--- src/design/rlbp_pkg.sv ---
`timescale 1ns / 1ps
// ----------------------------------------------------------------------------
// rlbp_pkg
// Shared constants and types of the run-length bit packer.
// ----------------------------------------------------------------------------
package rlbp_pkg;

	localparam int BYTE_W      = 8;
	// two closed runs of three codes each, at most, per item
	localparam int MAX_CODES   = 6;
	localparam int QUEUE_DEPTH = 4;

	typedef struct packed {
		logic batch_end;
		logic stream_end;
	} byte_flags_t;

endpackage

--- src/design/rlbp_queue.sv ---
`timescale 1ns / 1ps
// ----------------------------------------------------------------------------
// rlbp_queue
// Small register queue between the run tracker and the bit packer.
// ----------------------------------------------------------------------------
module rlbp_queue #(
	parameter int WIDTH = 8,
	parameter int DEPTH = 4
) (
	input  logic             clk,
	input  logic             arst_n,
	input  logic             push,
	input  logic [WIDTH-1:0] push_data,
	output logic             full,
	input  logic             pop,
	output logic [WIDTH-1:0] pop_data,
	output logic             empty
);

	localparam int PTR_W = (DEPTH > 1) ? $clog2(DEPTH) : 1;
	localparam int CNT_W = $clog2(DEPTH + 1);

	logic [WIDTH-1:0] slot_q [DEPTH];
	logic [PTR_W-1:0] wr_ptr_q;
	logic [PTR_W-1:0] rd_ptr_q;
	logic [CNT_W-1:0] count_q;

	assign full     = (count_q == CNT_W'(DEPTH));
	assign empty    = (count_q == '0);
	assign pop_data = slot_q[rd_ptr_q];

	always_ff @(posedge clk or negedge arst_n) begin
		if (!arst_n) begin
			wr_ptr_q <= '0;
			rd_ptr_q <= '0;
			count_q  <= '0;
		end else begin
			if (push) begin
				wr_ptr_q <= (wr_ptr_q == PTR_W'(DEPTH - 1)) ? '0 : wr_ptr_q + 1'b1;
			end
			if (pop) begin
				rd_ptr_q <= (rd_ptr_q == PTR_W'(DEPTH - 1)) ? '0 : rd_ptr_q + 1'b1;
			end
			if (push && !pop) begin
				count_q <= count_q + 1'b1;
			end else if (pop && !push) begin
				count_q <= count_q - 1'b1;
			end
		end
	end

	always_ff @(posedge clk) begin
		if (push) begin
			slot_q[wr_ptr_q] <= push_data;
		end
	end

endmodule

--- src/design/rlbp_front.sv ---
`timescale 1ns / 1ps
// ----------------------------------------------------------------------------
// rlbp_front
// Run tracker: accepts symbols, closes runs and queues their packed codes.
// ----------------------------------------------------------------------------
module rlbp_front
	import rlbp_pkg::*;
#(
	parameter int SYMBOL_BITS = 7
) (
	clk, arst_n, s_tvalid, s_tready, s_tdata, s_tlast, q_full, q_push, q_data
);

	localparam int SB     = SYMBOL_BITS;
	localparam int IN_W   = ((SB + BYTE_W - 1) / BYTE_W) * BYTE_W;
	localparam int CODE_W = MAX_CODES * SB;
	localparam int NB_W   = $clog2(CODE_W + 1);
	localparam int E_W    = CODE_W + NB_W + 1;

	input  logic            clk;
	input  logic            arst_n;
	input  logic            s_tvalid;
	output logic            s_tready;
	input  logic [IN_W-1:0] s_tdata;   // [SB-1:0] symbol
	input  logic            s_tlast;   // end_of_stream
	input  logic            q_full;
	output logic            q_push;
	output logic [E_W-1:0]  q_data;    // {eos, nbits, code bits}

	localparam logic [SB-1:0] ESC = {SB{1'b1}};

	typedef enum logic [1:0] {
		RK_NONE,
		RK_SINGLE,
		RK_TRIPLE
	} run_kind_t;

	logic [SB-1:0] run_symbol_q;
	logic [SB-1:0] run_length_q;
	logic          run_open_q;

	logic          accept;
	logic [SB-1:0] sym;
	logic          extend;
	logic [SB-1:0] new_symbol;
	logic [SB-1:0] new_length;
	run_kind_t     k1;
	run_kind_t     k2;
	logic [3*SB-1:0] c1;
	logic [3*SB-1:0] c2;
	logic [CODE_W-1:0] bits;
	logic [NB_W-1:0]   nbits;

	function automatic run_kind_t kind_of(input logic open, input logic [SB-1:0] s,
			input logic [SB-1:0] l);
		run_kind_t k;
		if (!open) begin
			k = RK_NONE;
		end else if (l == SB'(1) && s != ESC) begin
			k = RK_SINGLE;
		end else begin
			k = RK_TRIPLE;
		end
		return k;
	endfunction

	function automatic logic [NB_W-1:0] kind_bits(input run_kind_t k);
		logic [NB_W-1:0] n;
		unique case (k)
			RK_SINGLE: n = NB_W'(SB);
			RK_TRIPLE: n = NB_W'(3 * SB);
			default:   n = '0;
		endcase
		return n;
	endfunction

	assign s_tready = !q_full;
	assign accept   = s_tvalid && !q_full;
	assign sym      = s_tdata[SB-1:0];

	always_comb begin
		extend = run_open_q && (sym == run_symbol_q) && (run_length_q != ESC);
		k1     = extend ? RK_NONE : kind_of(run_open_q, run_symbol_q, run_length_q);
		c1     = (k1 == RK_SINGLE) ? (3*SB)'(run_symbol_q) : {run_length_q, run_symbol_q, ESC};

		new_symbol = extend ? run_symbol_q : sym;
		new_length = extend ? run_length_q + 1'b1 : SB'(1);
		k2         = s_tlast ? kind_of(1'b1, new_symbol, new_length) : RK_NONE;
		c2         = (k2 == RK_SINGLE) ? (3*SB)'(new_symbol) : {new_length, new_symbol, ESC};
		if (k2 == RK_NONE) begin
			c2 = '0;
		end

		// second run's codes sit right after the first run's
		unique case (k1)
			RK_SINGLE: bits = CODE_W'({c2, c1[SB-1:0]});
			RK_TRIPLE: bits = {c2, c1};
			default:   bits = CODE_W'(c2);
		endcase
		nbits = kind_bits(k1) + kind_bits(k2);
	end

	assign q_push = accept && (nbits != '0);
	assign q_data = {s_tlast, nbits, bits};

	always_ff @(posedge clk or negedge arst_n) begin
		if (!arst_n) begin
			run_symbol_q <= '0;
			run_length_q <= '0;
			run_open_q   <= 1'b0;
		end else if (accept) begin
			if (s_tlast) begin
				run_symbol_q <= '0;
				run_length_q <= '0;
				run_open_q   <= 1'b0;
			end else begin
				run_symbol_q <= new_symbol;
				run_length_q <= new_length;
				run_open_q   <= 1'b1;
			end
		end
	end

endmodule

--- src/design/rlbp_back.sv ---
`timescale 1ns / 1ps
// ----------------------------------------------------------------------------
// rlbp_back
// Bit packer: merges queued codes into the bit store and sends whole bytes.
// ----------------------------------------------------------------------------
module rlbp_back
	import rlbp_pkg::*;
#(
	parameter int SYMBOL_BITS = 7
) (
	clk, arst_n, q_empty, q_data, q_pop, m_tvalid, m_tready, m_tdata, m_flags
);

	localparam int SB      = SYMBOL_BITS;
	localparam int CODE_W  = MAX_CODES * SB;
	localparam int NB_W    = $clog2(CODE_W + 1);
	localparam int E_W     = CODE_W + NB_W + 1;
	localparam int STORE_W = ((CODE_W + 2 * BYTE_W - 2) / BYTE_W) * BYTE_W;
	localparam int FILL_W  = $clog2(STORE_W + 1);

	input  logic              clk;
	input  logic              arst_n;
	input  logic              q_empty;
	input  logic [E_W-1:0]    q_data;
	output logic              q_pop;
	output logic              m_tvalid;
	input  logic              m_tready;
	output logic [BYTE_W-1:0] m_tdata;
	output byte_flags_t       m_flags;

	localparam logic [FILL_W-1:0] ONE_BYTE  = FILL_W'(BYTE_W);
	localparam logic [FILL_W-1:0] TWO_BYTES = FILL_W'(2 * BYTE_W);

	logic [STORE_W-1:0] store_q;
	logic [FILL_W-1:0]  fill_q;
	logic               pend_q;
	logic               eos_q;
	logic               m_tvalid_q;
	logic [BYTE_W-1:0]  m_tdata_q;
	byte_flags_t        m_flags_q;

	logic               e_eos;
	logic [NB_W-1:0]    e_nbits;
	logic [CODE_W-1:0]  e_bits;
	logic               emit;
	logic               last_byte;
	logic [FILL_W-1:0]  f1;
	logic [STORE_W-1:0] st1;
	logic               merge;
	logic [FILL_W-1:0]  f2;
	logic [FILL_W-1:0]  f2_pad;

	assign {e_eos, e_nbits, e_bits} = q_data;

	always_comb begin
		emit      = (fill_q >= ONE_BYTE) && (!m_tvalid_q || m_tready);
		last_byte = pend_q && (fill_q < TWO_BYTES);
		f1        = emit ? fill_q - ONE_BYTE : fill_q;
		st1       = emit ? (store_q >> BYTE_W) : store_q;
		merge     = !q_empty && (f1 < ONE_BYTE);
		f2        = f1 + FILL_W'(e_nbits);
		// end of stream pads the leftover bits out to a whole byte
		if (f2[2:0] != 3'b000) begin
			f2_pad = {f2[FILL_W-1:3] + 1'b1, 3'b000};
		end else begin
			f2_pad = f2;
		end
	end

	assign q_pop    = merge;
	assign m_tvalid = m_tvalid_q;
	assign m_tdata  = m_tdata_q;
	assign m_flags  = m_flags_q;

	always_ff @(posedge clk or negedge arst_n) begin
		if (!arst_n) begin
			store_q    <= '0;
			fill_q     <= '0;
			pend_q     <= 1'b0;
			eos_q      <= 1'b0;
			m_tvalid_q <= 1'b0;
			m_tdata_q  <= '0;
			m_flags_q  <= '0;
		end else begin
			if (merge) begin
				store_q <= st1 | (STORE_W'(e_bits) << f1[2:0]);
				fill_q  <= e_eos ? f2_pad : f2;
				pend_q  <= e_eos || (f2 >= ONE_BYTE);
				eos_q   <= e_eos;
			end else begin
				store_q <= st1;
				fill_q  <= f1;
				if (emit && last_byte) begin
					pend_q <= 1'b0;
				end
			end

			if (emit) begin
				m_tvalid_q           <= 1'b1;
				m_tdata_q            <= store_q[BYTE_W-1:0];
				m_flags_q.batch_end  <= last_byte;
				m_flags_q.stream_end <= last_byte && eos_q;
			end else if (m_tready) begin
				m_tvalid_q <= 1'b0;
			end
		end
	end

endmodule

--- src/design/run_length_bit_packer_unit.sv ---
`timescale 1ns / 1ps
// ----------------------------------------------------------------------------
// run_length_bit_packer_unit
// Escape run-length encoder with LSB-first packing of codes into bytes.
// ----------------------------------------------------------------------------
// Input stream (s_*): one symbol per item in s_tdata, s_tlast marks the last
// symbol of a stream. Output stream (m_*): one packed byte per item, m_tuser
// flags the last byte caused by an input item, m_tlast the final byte of the
// compressed stream.
// Runs of one symbol go out as a single code; longer runs, and any run of the
// all-ones symbol, as escape, symbol, length. Runs are capped at the escape
// value. Leftover bits are zero padded at the end of a stream.
// Throughput: one symbol per cycle while s_tready is high; one byte per cycle
// out while m_tready is high. The byte sender takes one queued code group per
// cycle while fewer than eight bits are held, so it takes no new group until
// its whole bytes are out. Codes go via queue, bit store and output register.
// A four-entry queue parts run tracking from byte packing; s_tready drops only
// when it is full, which happens when m_tready stays low or runs end densely.
// Reset clears the open run, the bit store, the queue and the output register.
// ----------------------------------------------------------------------------
module run_length_bit_packer_unit
	import rlbp_pkg::*;
#(
	parameter int SYMBOL_BITS = 7
) (
	clk, arst_n, s_tvalid, s_tready, s_tdata, s_tlast, m_tvalid, m_tready, m_tdata,
	m_tuser, m_tlast
);

	localparam int IN_W   = ((SYMBOL_BITS + BYTE_W - 1) / BYTE_W) * BYTE_W;
	localparam int CODE_W = MAX_CODES * SYMBOL_BITS;
	localparam int NB_W   = $clog2(CODE_W + 1);
	localparam int E_W    = CODE_W + NB_W + 1;

	input  logic              clk;
	input  logic              arst_n;
	input  logic              s_tvalid;
	output logic              s_tready;
	input  logic [IN_W-1:0]   s_tdata;   // [SYMBOL_BITS-1:0] symbol, rest zero
	input  logic              s_tlast;   // end_of_stream
	output logic              m_tvalid;
	input  logic              m_tready;
	output logic [BYTE_W-1:0] m_tdata;   // [7:0] out_byte
	output logic              m_tuser;   // [0] batch_end
	output logic              m_tlast;   // stream_end

	logic           q_full;
	logic           q_push;
	logic [E_W-1:0] q_wdata;
	logic           q_empty;
	logic           q_pop;
	logic [E_W-1:0] q_rdata;
	byte_flags_t    flags;

	rlbp_front #(
		.SYMBOL_BITS(SYMBOL_BITS)
	) u_front (
		.clk      (clk),
		.arst_n   (arst_n),
		.s_tvalid (s_tvalid),
		.s_tready (s_tready),
		.s_tdata  (s_tdata),
		.s_tlast  (s_tlast),
		.q_full   (q_full),
		.q_push   (q_push),
		.q_data   (q_wdata)
	);

	rlbp_queue #(
		.WIDTH (E_W),
		.DEPTH (QUEUE_DEPTH)
	) u_queue (
		.clk       (clk),
		.arst_n    (arst_n),
		.push      (q_push),
		.push_data (q_wdata),
		.full      (q_full),
		.pop       (q_pop),
		.pop_data  (q_rdata),
		.empty     (q_empty)
	);

	rlbp_back #(
		.SYMBOL_BITS(SYMBOL_BITS)
	) u_back (
		.clk      (clk),
		.arst_n   (arst_n),
		.q_empty  (q_empty),
		.q_data   (q_rdata),
		.q_pop    (q_pop),
		.m_tvalid (m_tvalid),
		.m_tready (m_tready),
		.m_tdata  (m_tdata),
		.m_flags  (flags)
	);

	assign m_tuser = flags.batch_end;
	assign m_tlast = flags.stream_end;

endmodule
--- config.mk ---
export PLATFORM = sky130hd
export DESIGN_NAME = run_length_bit_packer_unit
export DESIGN_NICKNAME = d
export VERILOG_FILES = /design/src/design/rlbp_pkg.sv /design/src/design/rlbp_queue.sv /design/src/design/rlbp_front.sv /design/src/design/rlbp_back.sv /design/src/design/run_length_bit_packer_unit.sv
export SDC_FILE = /design/constraint.sdc
export NUM_CORES = 1
export LEC_CHECK = 0
export BUFFER_PORTS_ARGS = -buffer_cell sky130_fd_sc_hd__buf_4
export CAP_MARGIN = 10
export CORE_MARGIN = 2
export CORE_UTILIZATION = 65
export CTS_BUF_LIST = sky130_fd_sc_hd__clkbuf_8
export DETAILED_ROUTE_END_ITERATION = 12
export PLACE_DENSITY = 0.78
export SYNTH_ARGS = -nofsm -noshare
export SYNTH_HDL_FRONTEND = slang
export SYNTH_SLANG_ARGS = --single-unit
--- constraint.sdc ---
create_clock -name clk -period 5.45 [get_ports clk]
set_clock_uncertainty 0.15 [all_clocks]
set_input_delay 0.8175 -clock clk [delete_from_list [all_inputs] [get_ports clk]]
set_output_delay 0.8175 -clock clk [all_outputs]
set_load 0.05 [all_outputs]
==> results.md <==
- Initial core utilization: 65.8%
- Die W: 149 um
- Worst Path Max Fanout: 9
- Layout cell share with drive strength beyond 1: 19.1%
- Fin area: 0.0153 sq mm
- Mapped Cells: 1,001
- Dpl hpwl: 19,800 um
- Post-route ant nets: 0
- Via/cell ratio: 6.25
- RSZ-0062 raised after global routing: false
- Tcrit/Tclk final: 84.4%
- Hold Crit Class: input pin to async pin
- Synth cell types: between 70 and 80
- Drt drc: 0
- Worst skew pair latency: 0.57 ns
- Crit path kind: flop to flop
- Synth Flop Type: edfxtp_1
- Syn avg cell area: 13.7 sq um
- Congestion Overflow GR: 0
- Commonest non-fill, non-tap cell in the layout: edfxtp_1
- Pin count of the biggest net entering global routing: 69
- Initial antenna violation count: 0
- Antenna Cells: 0
- Lkg Pwr: 5.91 nW
- Num rows: 53
- Post-synth EDFFs: 196
- Final min period: 4.60 ns
- Fmax: 217 MHz
- Area after DPL: between 0.01 and 0.015 sq mm
- Setup violators final: 0
- Die H: 149 um
- Yosys warns: 0
- CP Launch Type: flop
- Io pins: 25
- VDD IR max: 0.327 mV
- Reg clk slew, reported paths: 0.06 ns
- Nets: 1,097
- Filler cells: around 1,400
- Max Cap Viol: 0
- Worst path arrival time: 4.95 ns
- Setup TNS: 0 ns
- Global-route wire length before repair: between 40,000 and 50,000 um
- H-tree depth: 2
- Pre-antenna DRT Iters: 6
- Synth top area share: 42.8%
- Worst Setup Slack, final: about 0.85 ns
- Ranking of synthesized cells by area: edfxtp_1, dfrtp_1, mux4_2
- Hold buffers post-CTS: 0
- Post-cts sizing count: 0
- Async S/R FF share, synth: 33.1%
- WL/cell: ~22 um
- Worst slew pin tran: 0.908 ns
- CTS Buffer Depth: 3
- Most frequent cells in the layout: edfxtp_1, nand2_1, dfrtp_1, mux2i_1, clkbuf_8
- Area growth syn-to-layout: 11.1%
- Element type at the critical path end: flop
- Routed vias: around 8,600
- Root Driver: clkbuf_8
- DR iter-0 viols: 693
- R2R setup slack: 0.85 ns
- Seq/Total Area, Yosys: 60.4%
- Placer congestion estimate: around 0.91
- Inserted Clock Buffers: 48
- Critical Path RT: 5.80 ns
- Yosys reg bits: 293
- PwrDens: 578 mW/mm^2
- Worst-case reg-to-reg path depth: 19
- Port bufs: 23
- Pins over their slew limit: 0
- Vias in the first global route: 8,544
- Pre-CTS WS: 0.550 ns
- Gr usage total: 28.0%
- Util after Layout: 73.2%
- Mapped cell area: roughly 0.014 sq mm
- Max-Slew Margin vs Limit: 39.5%
- Die Area: roughly 0.022 sq mm
- RR Startpoint: u_front.run_length_q[0]
- Clock Sinks: 293
- Routed Wire Length: 30,000 um
- Status: finished clean
- Core Footprint: 0.0209 sq mm
- R2r endpoint: u_queue.count_q[2]
- Leading area contributor after synthesis: edfxtp_1
- CTS tree: built
- Setup bufs post-CTS: 0
- Final hold violations: 0
## layer usage
metal / track usage (%) / routed length (um) / up-vias
li1: - / - / 3908
met1: 39.0 / 12500 / 4292
met2: 44.4 / 14500 / 341
met3: 5.64 / 2080 / 58
met4: 10.6 / 889 / 0
met5: 0 / 0 / -
## where the power goes
| part | internal (mW) | switching, mW |
|---|---|---|
| Combinational | 1.40 | 2.20 |
| Sequential | 3.05 | 0.311 |
| Clock | 1.01 | 0.859 |
| Total | 5.46 | 3.37 |
## cells by family (layout without fill, tap and decap cells)
logic type / count (synthesis) / count (layout) / synth area share (%)
buf+inv: 79 / 155 / 2.51
simple gates: 281 / 281 / 9.43
xor+xnor: 21 / 21 / 1.34
fa+ha+maj: 24 / 24 / 2.35
compound gates: 169 / 169 / 9.75
mux: 133 / 133 / 14.1
flops: 293 / 293 / 60.4
other cells: 1 / 24 / 0.0273
## worst max path at each step
| stage | slack, ns | cells after the start | from | end |
|---|---|---|---|---|
| final | 0.85 | 19 | u_front.run_length_q[0] | u_queue.count_q[2] |
| after global routing | 0.43 | 20 | u_front.run_length_q[0] | u_queue.count_q[2] |
| after CTS | 0.85 | 19 | u_front.run_length_q[0] | u_queue.count_q[2] |
| after detailed placement | 0.55 | 20 | s_tdata[2] | u_queue.count_q[2] |
| after global placement | 0.66 | 20 | s_tdata[0] | u_queue.count_q[2] |
| after floorplan | 0.28 | 11 | s_tdata[0] | u_queue.slot_q[3][0] |
## final cells by class
cell class	instances	area, sq um	share of cell area (%)
Clock inverter	36	209	1.37
Tap cell	275	344	2.25
Inverter	22	82.6	0.540
Timing Repair Buffer	43	385	2.52
Sequential cell	293	8320	54.5
Clock buffer	54	743	4.86
Multi-Input combinational cell	652	5200	34.0
## sequential cells by signal, summed over array words and instances (netlist names)
register,count
u_queue.slot_q,196
u_back.store_q,56
u_back.m_tdata,8
u_front.run_length_q,7
u_front.run_symbol_q,7
u_back.fill_q,6
u_queue.count_q,3
u_back.m_flags,2
u_queue.rd_ptr_q,2
u_queue.wr_ptr_q,2
u_back.eos_q,1
u_back.m_tvalid,1
u_back.pend_q,1
u_front.run_open_q,1
## cells in the mapped netlist, types with 10 or more instances
| cell type | instances |
|---|---|
| buf_2 | 17 |
| dfrtp_1 | 97 |
| o221ai_1 | 19 |
| xnor2_1 | 15 |
| inv_1 | 17 |
| nand3_1 | 15 |
| mux2i_1 | 74 |
| edfxtp_1 | 196 |
| mux4_2 | 48 |
| clkbuf_1 | 29 |
| and2_1 | 20 |
| nor2_1 | 35 |
| nand2b_1 | 10 |
| o221ai_2 | 15 |
| mux2_2 | 11 |
| nand2_1 | 163 |
| o22ai_1 | 10 |
| a21oi_1 | 13 |
| o21ai_0 | 35 |
| ha_1 | 21 |
## critical path, stage by stage, from the launching register on
cell,delay [ns]
dfrtp_1,0.48
ha_1,0.34
xnor2_1,0.14
and4b_1,0.20
nand3_1,0.16
a211o_1,0.37
and2_1,0.20
inv_1,0.06
ha_1,0.22
ha_1,0.20
inv_1,0.09
fa_1,0.46
a31oi_1,0.21
buf_4,0.20
ha_1,0.19
inv_1,0.06
fa_1,0.37
xor2_1,0.17
nor2_1,0.11
xor2_1,0.15
## per-stage QoR
step           hold slack (ns)  cells  total power [mW]
5_1_grt                  0.183   1375              9.34
2_1_floorplan            0.288   1024              6.00
4_1_cts                  0.167   1375              8.86
6_report                 0.147   1375              8.83
3_5_place_dp             0.308   1285              6.97
3_3_place_gp             0.302   1285              6.87
Note: power is estimated with default switching activity, not from simulation.
